File: config.mk
export PLATFORM = sky130hd
export DESIGN_NAME = three_key_debounce_autorepeat
export DESIGN_NICKNAME = d
export VERILOG_FILES = /design/src/rtl/core/tkda_pkg.sv /design/src/rtl/core/three_key_debounce_autorepeat.sv /design/src/rtl/core/tkda_key_lane.sv /design/src/rtl/core/tkda_merge.sv
export SDC_FILE = /design/constraint.sdc
export NUM_CORES = 1
export LEC_CHECK = 0
export BUFFER_PORTS_ARGS = -buffer_cell sky130_fd_sc_hd__clkbuf_2
export CAP_MARGIN = 0
export CELL_PAD_IN_SITES_DETAIL_PLACEMENT = 0
export CELL_PAD_IN_SITES_GLOBAL_PLACEMENT = 1
export CORE_MARGIN = 2
export CORE_UTILIZATION = 45
export DETAILED_ROUTE_END_ITERATION = 10
export GPL_TIMING_DRIVEN = 0
export PLACE_DENSITY = 0.82
export RECOVER_POWER = 25
export SETUP_SLACK_MARGIN = 0.3
export SYNTH_ARGS = -nofsm -noshare
export SYNTH_HDL_FRONTEND = slang
export SYNTH_SLANG_ARGS = --single-unit
File: constraint.sdc
create_clock -name clk -period 14.5 [get_ports clk]
set_input_delay 2.9 -clock clk [delete_from_list [all_inputs] [get_ports clk]]
set_output_delay 2.9 -clock clk [all_outputs]
set_load 0.01 [all_outputs]
File: src/rtl/core/tkda_pkg.sv
// tkda_pkg: shared types and constants of the three-key debounce block
// payload structs, opcodes, key codes, register indexes and defaults, lane control and status structs
// no dependencies
`default_nettype none

package tkda_pkg;

	typedef logic [1:0]  code_t;
	typedef logic [1:0]  opcode_t;
	typedef logic [31:0] ms_t;
	typedef logic [15:0] cfg_val_t;
	typedef logic [1:0]  reg_idx_t;

	localparam opcode_t OP_SCAN = 2'd0;
	localparam opcode_t OP_TAKE = 2'd1;
	localparam opcode_t OP_INIT = 2'd2;

	localparam code_t CODE_NONE = 2'd0;
	localparam code_t CODE_MODE = 2'd1;
	localparam code_t CODE_UP   = 2'd2;
	localparam code_t CODE_DOWN = 2'd3;

	localparam reg_idx_t REG_SCAN_INTERVAL = 2'd0;
	localparam reg_idx_t REG_DEBOUNCE      = 2'd1;
	localparam reg_idx_t REG_REPEAT        = 2'd2;

	localparam cfg_val_t SCAN_INTERVAL_RST = 16'd5;
	localparam cfg_val_t DEBOUNCE_RST      = 16'd12;
	localparam cfg_val_t REPEAT_RST        = 16'd18;

	typedef struct packed {
		opcode_t opcode;
		ms_t     now_ms;
		logic    mode_level;
		logic    up_level;
		logic    down_level;
	} in_item_t;

	typedef struct packed {
		code_t taken_code;
		code_t pending_code;
	} out_item_t;

	// merge stage to key lane
	typedef struct packed {
		logic scan;
		logic init;
		logic consume;
	} lane_ctl_t;

	// key lane to merge stage, levels as they stand after this scan
	typedef struct packed {
		logic stable;
		logic press;
	} lane_sts_t;

endpackage

`default_nettype wire

File: src/rtl/core/three_key_debounce_autorepeat.sv
// three_key_debounce_autorepeat: top level of the three-key debounce and auto-repeat block
// holds the configuration registers and the output skid stage
// depends on tkda_pkg, tkda_key_lane, tkda_merge
// usage
//   in_valid/in_ready carry one transaction per input item: opcode (scan, take,
//   init), the millisecond time and the raw mode, up and down levels
//   out_valid/out_ready carry exactly one result transaction per input item:
//   the code handed out by a take and the pending code after the item
//   cfg_we/cfg_index/cfg_data write scan interval (0), debounce time (1) and
//   repeat period (2); other indexes are ignored; write only while idle
// timing
//   one item per cycle, sustained; the result shows on out_valid the cycle
//   after the input transaction, set by the single state update of the three
//   key lanes and the merge stage in one clock
// reset
//   arst_n clears all key state, the pending slot, scan and repeat times and
//   loads the register defaults 5, 12 and 18 ms
// stalls
//   a stalled result sits in the output register; one more item still goes into the skid
//   stage, then in_ready drops until the cycle after the stalled result is taken
`default_nettype none

module three_key_debounce_autorepeat (
	input  wire logic                clk,
	input  wire logic                arst_n,
	input  wire logic                in_valid,
	output logic                     in_ready,
	input  wire tkda_pkg::in_item_t  in_item,
	output logic                     out_valid,
	input  wire logic                out_ready,
	output tkda_pkg::out_item_t      out_item,
	input  wire logic                cfg_we,
	input  wire tkda_pkg::reg_idx_t  cfg_index,
	input  wire tkda_pkg::cfg_val_t  cfg_data
);
	import tkda_pkg::*;

	// configuration registers
	cfg_val_t scan_int_q;
	cfg_val_t debounce_q;
	cfg_val_t repeat_q;

	always_ff @(posedge clk or negedge arst_n) begin
		if (!arst_n) begin
			scan_int_q <= SCAN_INTERVAL_RST;
			debounce_q <= DEBOUNCE_RST;
			repeat_q   <= REPEAT_RST;
		end else if (cfg_we) begin
			unique case (cfg_index)
				REG_SCAN_INTERVAL: scan_int_q <= cfg_data;
				REG_DEBOUNCE:      debounce_q <= cfg_data;
				REG_REPEAT:        repeat_q   <= cfg_data;
				default:           ;
			endcase
		end
	end

	// output stage: main register plus one skid entry
	logic      out_valid_q;
	out_item_t out_q;
	logic      skid_valid_q;
	out_item_t skid_q;
	logic      accept;

	assign in_ready  = !skid_valid_q;
	assign accept    = in_valid && in_ready;
	assign out_valid = out_valid_q;
	assign out_item  = out_q;

	// lane links
	lane_ctl_t mode_ctl;
	lane_ctl_t up_ctl;
	lane_ctl_t down_ctl;
	lane_sts_t mode_sts;
	lane_sts_t up_sts;
	lane_sts_t down_sts;
	out_item_t result;

	// one debounce lane per key, all three work on the same transaction
	tkda_key_lane u_mode_lane (
		.clk         (clk),
		.arst_n      (arst_n),
		.level       (in_item.mode_level),
		.now_ms      (in_item.now_ms),
		.debounce_ms (debounce_q),
		.ctl         (mode_ctl),
		.sts         (mode_sts)
	);

	tkda_key_lane u_up_lane (
		.clk         (clk),
		.arst_n      (arst_n),
		.level       (in_item.up_level),
		.now_ms      (in_item.now_ms),
		.debounce_ms (debounce_q),
		.ctl         (up_ctl),
		.sts         (up_sts)
	);

	tkda_key_lane u_down_lane (
		.clk         (clk),
		.arst_n      (arst_n),
		.level       (in_item.down_level),
		.now_ms      (in_item.now_ms),
		.debounce_ms (debounce_q),
		.ctl         (down_ctl),
		.sts         (down_sts)
	);

	// merge: press priority, auto-repeat, pending slot, scan pacing
	tkda_merge u_merge (
		.clk              (clk),
		.arst_n           (arst_n),
		.accept           (accept),
		.item             (in_item),
		.scan_interval_ms (scan_int_q),
		.repeat_ms        (repeat_q),
		.mode_sts         (mode_sts),
		.up_sts           (up_sts),
		.down_sts         (down_sts),
		.mode_ctl         (mode_ctl),
		.up_ctl           (up_ctl),
		.down_ctl         (down_ctl),
		.result           (result)
	);

	// control of the output stage
	always_ff @(posedge clk or negedge arst_n) begin
		if (!arst_n) begin
			out_valid_q  <= 1'b0;
			skid_valid_q <= 1'b0;
		end else if (out_ready || !out_valid_q) begin
			// main register free this cycle: skid drains first
			if (skid_valid_q) begin
				out_valid_q  <= 1'b1;
				skid_valid_q <= 1'b0;
			end else begin
				out_valid_q  <= accept;
			end
		end else if (accept) begin
			skid_valid_q <= 1'b1;
		end
	end

	// payload of the output stage, no reset
	always_ff @(posedge clk) begin
		if (out_ready || !out_valid_q) begin
			if (skid_valid_q) begin
				out_q <= skid_q;
			end else if (accept) begin
				out_q <= result;
			end
		end else if (accept) begin
			skid_q <= result;
		end
	end

	a_skid_behind_main: assert property (@(posedge clk) disable iff (!arst_n)
		skid_valid_q |-> out_valid_q)
		else $error("skid entry held without a result in the output register");

	a_skid_not_lost: assert property (@(posedge clk) disable iff (!arst_n)
		skid_valid_q |=> out_valid_q)
		else $error("skid entry dropped");

	a_accept_lands: assert property (@(posedge clk) disable iff (!arst_n)
		accept |=> out_valid_q)
		else $error("accepted transaction produced no result");

endmodule

`default_nettype wire

File: src/rtl/core/tkda_key_lane.sv
// tkda_key_lane: debounce lane for one key, holds raw, stable, press and change time
// depends on tkda_pkg
`default_nettype none

module tkda_key_lane (
	input  wire logic               clk,
	input  wire logic               arst_n,
	input  wire logic               level,
	input  wire tkda_pkg::ms_t      now_ms,
	input  wire tkda_pkg::cfg_val_t debounce_ms,
	input  wire tkda_pkg::lane_ctl_t ctl,
	output tkda_pkg::lane_sts_t     sts
);
	import tkda_pkg::*;

	logic raw_q;
	logic stable_q;
	logic press_q;
	ms_t  change_q;

	logic raw_n;
	ms_t  change_n;
	logic settle;
	logic stable_n;
	logic press_n;

	always_comb begin
		raw_n    = level;
		change_n = (level != raw_q) ? now_ms : change_q;
		// settled long enough and different from the stable level
		settle   = ((now_ms - change_n) >= {16'd0, debounce_ms}) && (stable_q != raw_n);
		stable_n = settle ? raw_n : stable_q;
		press_n  = press_q | (settle & raw_n);
	end

	assign sts.stable = stable_n;
	assign sts.press  = press_n;

	always_ff @(posedge clk or negedge arst_n) begin
		if (!arst_n) begin
			raw_q    <= 1'b0;
			stable_q <= 1'b0;
			press_q  <= 1'b0;
			change_q <= '0;
		end else if (ctl.init) begin
			raw_q    <= level;
			stable_q <= level;
			press_q  <= 1'b0;
			change_q <= '0;
		end else if (ctl.scan) begin
			raw_q    <= raw_n;
			stable_q <= stable_n;
			press_q  <= press_n & ~ctl.consume;
			change_q <= change_n;
		end
	end

endmodule

`default_nettype wire

File: src/rtl/core/tkda_merge.sv
// tkda_merge: combines the three key lanes, runs scan pacing, auto-repeat and the pending slot
// depends on tkda_pkg
`default_nettype none

module tkda_merge (
	input  wire logic                clk,
	input  wire logic                arst_n,
	input  wire logic                accept,
	input  wire tkda_pkg::in_item_t  item,
	input  wire tkda_pkg::cfg_val_t  scan_interval_ms,
	input  wire tkda_pkg::cfg_val_t  repeat_ms,
	input  wire tkda_pkg::lane_sts_t mode_sts,
	input  wire tkda_pkg::lane_sts_t up_sts,
	input  wire tkda_pkg::lane_sts_t down_sts,
	output tkda_pkg::lane_ctl_t      mode_ctl,
	output tkda_pkg::lane_ctl_t      up_ctl,
	output tkda_pkg::lane_ctl_t      down_ctl,
	output tkda_pkg::out_item_t      result
);
	import tkda_pkg::*;

	code_t held_q;
	ms_t   last_scan_q;
	ms_t   last_rep_q;

	logic  scan_go;
	logic  init_go;
	logic  take_go;
	logic  up_fire;
	logic  down_fire;
	ms_t   rep_base;
	logic  rep_due;
	code_t held_n;
	code_t taken;

	always_comb begin
		scan_go   = accept && (item.opcode == OP_SCAN) &&
		            ((item.now_ms - last_scan_q) >= {16'd0, scan_interval_ms});
		init_go   = accept && (item.opcode == OP_INIT);
		take_go   = accept && (item.opcode == OP_TAKE);
		up_fire   = up_sts.press && !down_sts.stable;
		// down press only looked at when the up branch stays quiet
		down_fire = !up_fire && down_sts.press && !up_sts.stable;
		rep_base  = (up_fire || down_fire) ? item.now_ms : last_rep_q;
		rep_due   = (item.now_ms - rep_base) >= {16'd0, repeat_ms};

		held_n = held_q;
		taken  = CODE_NONE;
		if (take_go) begin
			taken  = held_q;
			held_n = CODE_NONE;
		end else if (scan_go) begin
			if ((held_n == CODE_NONE) && mode_sts.press) begin
				held_n = CODE_MODE;
			end
			if (held_n == CODE_NONE) begin
				if (up_fire) begin
					held_n = CODE_UP;
				end else if (down_fire) begin
					held_n = CODE_DOWN;
				end
			end
			if ((held_n == CODE_NONE) && rep_due) begin
				if (up_sts.stable && !down_sts.stable) begin
					held_n = CODE_UP;
				end else if (down_sts.stable && !up_sts.stable) begin
					held_n = CODE_DOWN;
				end
			end
		end

		mode_ctl = '{scan: scan_go, init: init_go, consume: 1'b1};
		up_ctl   = '{scan: scan_go, init: init_go, consume: 1'b1};
		down_ctl = '{scan: scan_go, init: init_go, consume: !up_fire};

		result.taken_code   = taken;
		result.pending_code = held_n;
	end

	always_ff @(posedge clk or negedge arst_n) begin
		if (!arst_n) begin
			held_q      <= CODE_NONE;
			last_scan_q <= '0;
			last_rep_q  <= '0;
		end else begin
			if (accept) begin
				held_q <= held_n;
			end
			if (scan_go) begin
				last_scan_q <= item.now_ms;
				if (rep_due || up_fire || down_fire) begin
					last_rep_q <= item.now_ms;
				end
			end
		end
	end

	a_take_clears: assert property (@(posedge clk) disable iff (!arst_n)
		take_go |=> (held_q == CODE_NONE))
		else $error("pending slot not cleared by take");

	a_slot_keeps_first: assert property (@(posedge clk) disable iff (!arst_n)
		(held_q != CODE_NONE) && !take_go |=> (held_q == $past(held_q)))
		else $error("pending code overwritten");

	a_up_press_queues: assert property (@(posedge clk) disable iff (!arst_n)
		scan_go && up_fire && !mode_sts.press && (held_q == CODE_NONE)
		|=> (held_q == CODE_UP))
		else $error("up press not queued");

endmodule

`default_nettype wire
Yosys cells after proc, flatten, opt, wreduce, memory -nomap -nowiden:

Cells that the tools add are included.

* register bits: 228
* output and inout port bits: 6
* input bits: 60
* logic and storage cells: 139

* reductions and logical operators: 40
* equality and inequality tests: 10
* add/sub/neg operators: 5
* bitwise gates (word level): 8
* $lt $le $gt $ge: 5
* muxes and demuxes: 48

Operators by type and width (count)
* 32-bit two-way mux: 10
* 32-bit by 16-bit >= comparator with 1-bit output: 5
* 32-bit subtractor: 5
* 2-bit two-way mux: 14
* 1-bit two-way mux: 22
* 1-bit logical AND: 15
* 2-bit AND reduction: 7
* 2-bit logical NOT: 5
* 4-bit two-way mux: 2
* 2-bit nonzero test: 4
* 1-bit != test: 6
* 1-bit logical NOT: 5
* 1-bit AND: 4
* 2-bit by 1-bit == test with 1-bit output (second input constant): 2
* 2-bit == test (second input constant): 2
* 1-bit logical OR: 4
* 1-bit bitwise OR: 3
* 1-bit inverter: 1

Logic depth before layout (Yosys ltp):

* depth in word-level cells: 23
* gate-level depth with buffers: 56
* mapped depth without buffers: 51

Modules after synthesis:

Synthesis repeated with hierarchy kept, for this count alone.

* cell total of the unflattened synthesis: 2575
* area, all modules: 22348.9 um^2

Modules (own cells, without submodules)
* tkda_key_lane at u_mode_lane ...: area an instance 4281.6 um^2, sequential area each 875.8 um^2, instances 2, cells an instance 522
* tkda_merge: area an instance 7440.9 um^2, sequential area each 1651.6 um^2, instances 1, cells an instance 897
* tkda_key_lane at u_down_lane: area an instance 4140.2 um^2, sequential area each 875.8 um^2, instances 1, cells an instance 509
* three_key_debounce_autorepeat: area an instance 2204.6 um^2, sequential area each 1498.9 um^2, instances 1, cells an instance 125

Least setup slack after synthesis:

OpenSTA, ideal clock, no wires.

* path type: input -> register
* start point: in in_item[0] (netlist name)
* end point: reg u_merge.last_rep_q[10]
* setup slack: 1.345 ns
* library setup time: 0.127 ns
* data arrival time: 13.027 ns
* data required time: 14.373 ns
* stages: 51
* path buffers: 5
* path through: xnor2_2 > buf_4 > clkbuf_1 > o21ai_0 > ha_1 > inv_1 > ha_1 > a21o_1 > a211oi_1 > a211oi_1 > inv_1 > o221ai_1 > xor2_1 > ha_1 > nand3_1 > nor2_1 > a221oi_1 > o41ai_1 > [15 not listed] > a311oi_1 > a221oi_1 > o21bai_1 > a21oi_1 > xnor2_1 > ha_1 > nor4_1 > o311ai_0 > a221o_1 > a221o_1 > or4_1 > a211oi_1 > nand4b_1 > nor3_1 > nand3_2 > o21ai_2 > buf_6 > mux2_1

* cells in the longest elaborated chain, start to end: 18
* elaborated cells on any way between the ends: 21
* classes of those cells: add/sub (2); order compare (2); eq/ne (2); mux (3); bitwise (2); reduce/logical (10)

Ends and longest elaborated chain
* start: declaration: RTL line three_key_debounce_autorepeat.sv:28 `input wire tkda_pkg::in_item_t in_item,`
* 1-bit != test: RTL line tkda_key_lane.sv:29 `change_n = (level != raw_q) ? now_ms : change_q;`
* 32-bit two-way mux: RTL line tkda_key_lane.sv:29
* 32-bit subtractor: RTL line tkda_key_lane.sv:31 `settle = ((now_ms - change_n) >= {16'd0, debounce_ms}) && (stable_q != raw_n);`
* 32-bit by 16-bit >= comparator with 1-bit output: RTL line tkda_key_lane.sv:31
* 1-bit logical AND: RTL line tkda_key_lane.sv:31
* 1-bit two-way mux: RTL line tkda_key_lane.sv:32 `stable_n = settle ? raw_n : stable_q;`
* 1-bit logical NOT: RTL line tkda_merge.sv:41 `up_fire = up_sts.press && !down_sts.stable;`
* 1-bit logical AND: RTL line tkda_merge.sv:41
* 1-bit logical NOT: RTL line tkda_merge.sv:43 `down_fire = !up_fire && down_sts.press && !up_sts.stable;`
* 1-bit logical AND (2 in series): RTL line tkda_merge.sv:43
* 1-bit logical OR: RTL line tkda_merge.sv:44 `rep_base = (up_fire || down_fire) ? item.now_ms : last_rep_q;`
* 32-bit two-way mux: RTL line tkda_merge.sv:44
* 32-bit subtractor: RTL line tkda_merge.sv:45 `rep_due = (item.now_ms - rep_base) >= {16'd0, repeat_ms};`
* 32-bit by 16-bit >= comparator with 1-bit output: RTL line tkda_merge.sv:45
* 1-bit logical OR: RTL line tkda_merge.sv:91 `if (rep_due || up_fire || down_fire) begin`
* 1-bit logical OR (*): RTL line tkda_merge.sv:91
* 2-bit AND reduction (no line) (*)
* end signal: assignment: RTL line tkda_merge.sv:92 `last_rep_q <= item.now_ms;`
* end: declaration: RTL line tkda_merge.sv:24 `ms_t last_rep_q;`

Every way passes the cells marked *; elsewhere a longest branch is shown, timed or not.
A chain may end at the register's enable or synchronous reset.

Worst setup path in the final report:

* start point: in in_item[0] (netlist name)
* end point: reg u_merge.last_rep_q[29]

Same word-level chain as after synthesis.

==> flow_metrics.env <==
export IMPL_outcome="finished, violations left"
export IMPL_violations="max-capacitance violations, max-slew violations"
export IMPL_drive_above_1_share_pct=10.5
export IMPL_rsz0062_at_grt="no"
export IMPL_synth_seq_area_share_pct=26.8
export IMPL_num_vias=19900
export IMPL_register_area_um2=5730
export IMPL_synth_cell_type_count=94
export IMPL_track_usage_pct=28.1
export IMPL_cts_tree="yes"
export IMPL_gp_congestion=0.949
export IMPL_finalCritPeriodShare_pct=94.3
export IMPL_cts_sinks=227
export IMPL_final_util_pct=51.3
export IMPL_start_util_pct=45.8
export IMPL_dieWidth_um=222
export IMPL_rr_endpoint="u_merge.last_rep_q[29]"
export IMPL_layout_min_cycle_time_ps=13670
export IMPL_final_area_um2=24000
export IMPL_synth_cells=2531
export IMPL_crit_path_top_delay_cell="or4_1"
export IMPL_dieArea_um2=49300
export IMPL_htree_levels=1
export IMPL_hold_viol=0
export IMPL_slew_headroom_pct=-305
export IMPL_io_pins=66
export IMPL_drt_wirelength_per_cell_um=21.5
export IMPL_clk_pin_slew_worst_paths_ps=60
export IMPL_worstPathRequired_ps=14960
export IMPL_worst_path_stages=57
export IMPL_crit_arrival_ps=14130
export IMPL_critPathCapture="u_merge.last_rep_q[29]"
export IMPL_grt_pass1_wl_um=110000
export IMPL_crit_path_max_fanout=10
export IMPL_drc=0
export IMPL_setup_viol=0
export IMPL_skew_ps=28.1
export IMPL_root_buffer="clkbuf_16"
export IMPL_grt_max_degree=108
export IMPL_yosys_warnings=0
export IMPL_final_cell_mix="nand2_1 (264), ha_1 (214), dfrtp_1 (213), o21ai_0 (186), a21oi_1 (186)"
export IMPL_syn_area_per_cell_um2=8.45
export IMPL_path_buf_inv=11
export IMPL_final_common_cell="nand2_1"
export IMPL_numPortBuffers=64
export IMPL_clockBufferDepth=3
export IMPL_ys_seq_elements=227
export IMPL_worstSetupEndpointType="register"
export IMPL_syn_cell_area_um2=21400
export IMPL_crit_family="compound AO/OA/AOI/OAI gates"
export IMPL_syn_num_nets=2809
export IMPL_p_total_uw=3660
export IMPL_ant_nets=0
export IMPL_die_h_um=222
export IMPL_routed_via_density=6.06
export IMPL_worst_pin_slew_ps=6080
export IMPL_worstSetupPathType="input port to register"
export IMPL_fp_row_count=79
export IMPL_worstSetupStartpoint="in_item[0]"
export IMPL_hp_class="register to register"
export IMPL_p_per_area_nw_per_um2=153
export IMPL_r2r_cells=56
export IMPL_drv_cap=2
export IMPL_grt_overflow=0
export IMPL_min_from="u_merge.last_rep_q[25]"
export IMPL_timing_fmax_mhz=73.2
export IMPL_irDropWorstVdd_v=0.000116
export IMPL_setup_tns_ps=0
export IMPL_r2r_setup_slack_ps=2750
export IMPL_routed_wl_um=70400
export IMPL_antenna_found_initial=1
export IMPL_area_growth_syn_to_layout_pct=12.0
export IMPL_reg2reg_from="u_down_lane.raw_q"
export IMPL_leakage_uw=0.0106
export IMPL_worst_setup_path_start_kind="input port"
export IMPL_nets=2924
export IMPL_drt_iter0_markers=1448
export IMPL_synthArstFlopShare_pct=96.5
export IMPL_multi_input_area_um2=14900
export IMPL_dpl_instance_area_um2=22500
export IMPL_synth_ff_type="dfrtp_1"
export IMPL_cts_hold_buf=0
export IMPL_cts_buffers=30
export IMPL_n_fill_cell=4489
export IMPL_dr_pass1_iters=6
export IMPL_synth_edf_count=8
export IMPL_grt_pass1_vias=19800
export IMPL_core_area_um2=46800
export IMPL_dp_hpwl_um=55700
export IMPL_slew_violations=157
export IMPL_clock_latency_ps=610
export IMPL_cpPeakStageDelay_ps=500
worst min-delay path by stage:
stage	to	slack [ps]	cells past startpoint
global placement	u_merge.last_rep_q[7]	470	1
floorplan	u_merge.last_rep_q[12]	460	1
finish	u_merge.last_rep_q[25]	490	1
global route	u_merge.last_rep_q[18]	500	1
CTS	u_merge.last_rep_q[13]	490	1
detailed placement	u_merge.last_rep_q[13]	480	1
repair_timing:
action | CTS | global route
setup endpoints to repair | 38 | 38
gates resized for setup | 32 | 38
buffers inserted | 6 | 11
gates cloned | 0 | 0
pin swaps | 9 | 14
layout make-up:
cell class	count	area share (%)
Multi-Input combinational cell	2054	62.2
Sequential cell	227	23.9
Clock buffer	43	3.46
Tap cell	607	3.17
Inverter	155	2.43
Timing Repair Buffer	83	2.05
Buffer	95	2.00
Clock inverter	12	0.799
Antenna cell	1	0.0104
report_power, final:
part / switching, µW / leakage [µW] / internal [µW]
combinational: 1230 / 0.00729 / 819
clock: 309 / 0.000495 / 469
sequential: 72.6 / 0.00282 / 763
total: 1610 / 0.0106 / 2050
stage by stage:
stage          hold slack [ps]  instances  setup WS [ps]
2_1_floorplan              464       2531           1350
3_3_place_gp               474       3202          -2560
3_5_place_dp               481       3204          -2500
4_1_cts                    495       3265            318
5_1_grt                    501       3277            309
6_report                   493       3277            831
logic make-up (layout without fill, tap and decap cells):
family | count (synthesis) | count (layout) | synth area share (%)
AOI/OAI and AO/OA | 737 | 737 | 22.2
and+or+nand+nor | 732 | 732 | 16.3
buffers and inverters | 250 | 388 | 4.73
adders and majority gates | 238 | 238 | 13.8
muxes | 232 | 232 | 11.3
DFF | 227 | 227 | 26.8
xor gates and xnor gates | 115 | 115 | 4.85
other | 0 | 1 | 0
flip-flops by register name, indices dropped and copies added, names as in the netlist:
| name | count |
|---|---|
| u_down_lane.change_q | 32 |
| u_mode_lane.raw_q | 1 |
| u_down_lane.raw_q | 1 |
| u_merge.last_rep_q | 32 |
| u_mode_lane.stable_q | 1 |
| repeat_q | 16 |
| out_valid | 1 |
| u_mode_lane.change_q | 32 |
| skid_q | 4 |
| skid_valid_q | 1 |
| u_up_lane.stable_q | 1 |
| u_down_lane.press_q | 1 |
| u_up_lane.raw_q | 1 |
| u_merge.held_q | 2 |
| u_down_lane.stable_q | 1 |
| out_item | 4 |
| u_up_lane.change_q | 32 |
| debounce_q | 16 |
| scan_int_q | 16 |
| u_merge.last_scan_q | 32 |
Yosys cell counts (61+ instances only):
cell	number	area [µm²]
xnor2_1	61	534
clkbuf_1	64	240
nand3_1	65	325
o21ai_0	189	946
mux2i_1	156	1560
a21oi_1	195	976
inv_1	155	582
ha_1	215	2690
dfrtp_1	213	5330
nor2_1	151	567
nand2_1	265	995
a21o_1	68	510
routing by layer:
layer / vias up / wire length (µm) / GRT usage (%)
met5: - / 0 / 0
met1: 9730 / 31400 / 36.7
met4: 0 / 2880 / 10.7
li1: 9490 / - / -
met3: 139 / 2750 / 2.23
met2: 508 / 33400 / 48.5
worst reg2reg max path, delay by kind of cell (launching register included):
kind / cells / cell delay, ps
DFF: 1 / 510
adders and majority gates: 6 / 1520
xor gates and xnor gates: 3 / 570
AOI/OAI and AO/OA: 25 / 5150
buffers and inverters: 10 / 1350
and+or+nand+nor: 10 / 1820
muxes: 2 / 720
(Power assumes the default switching activity.)
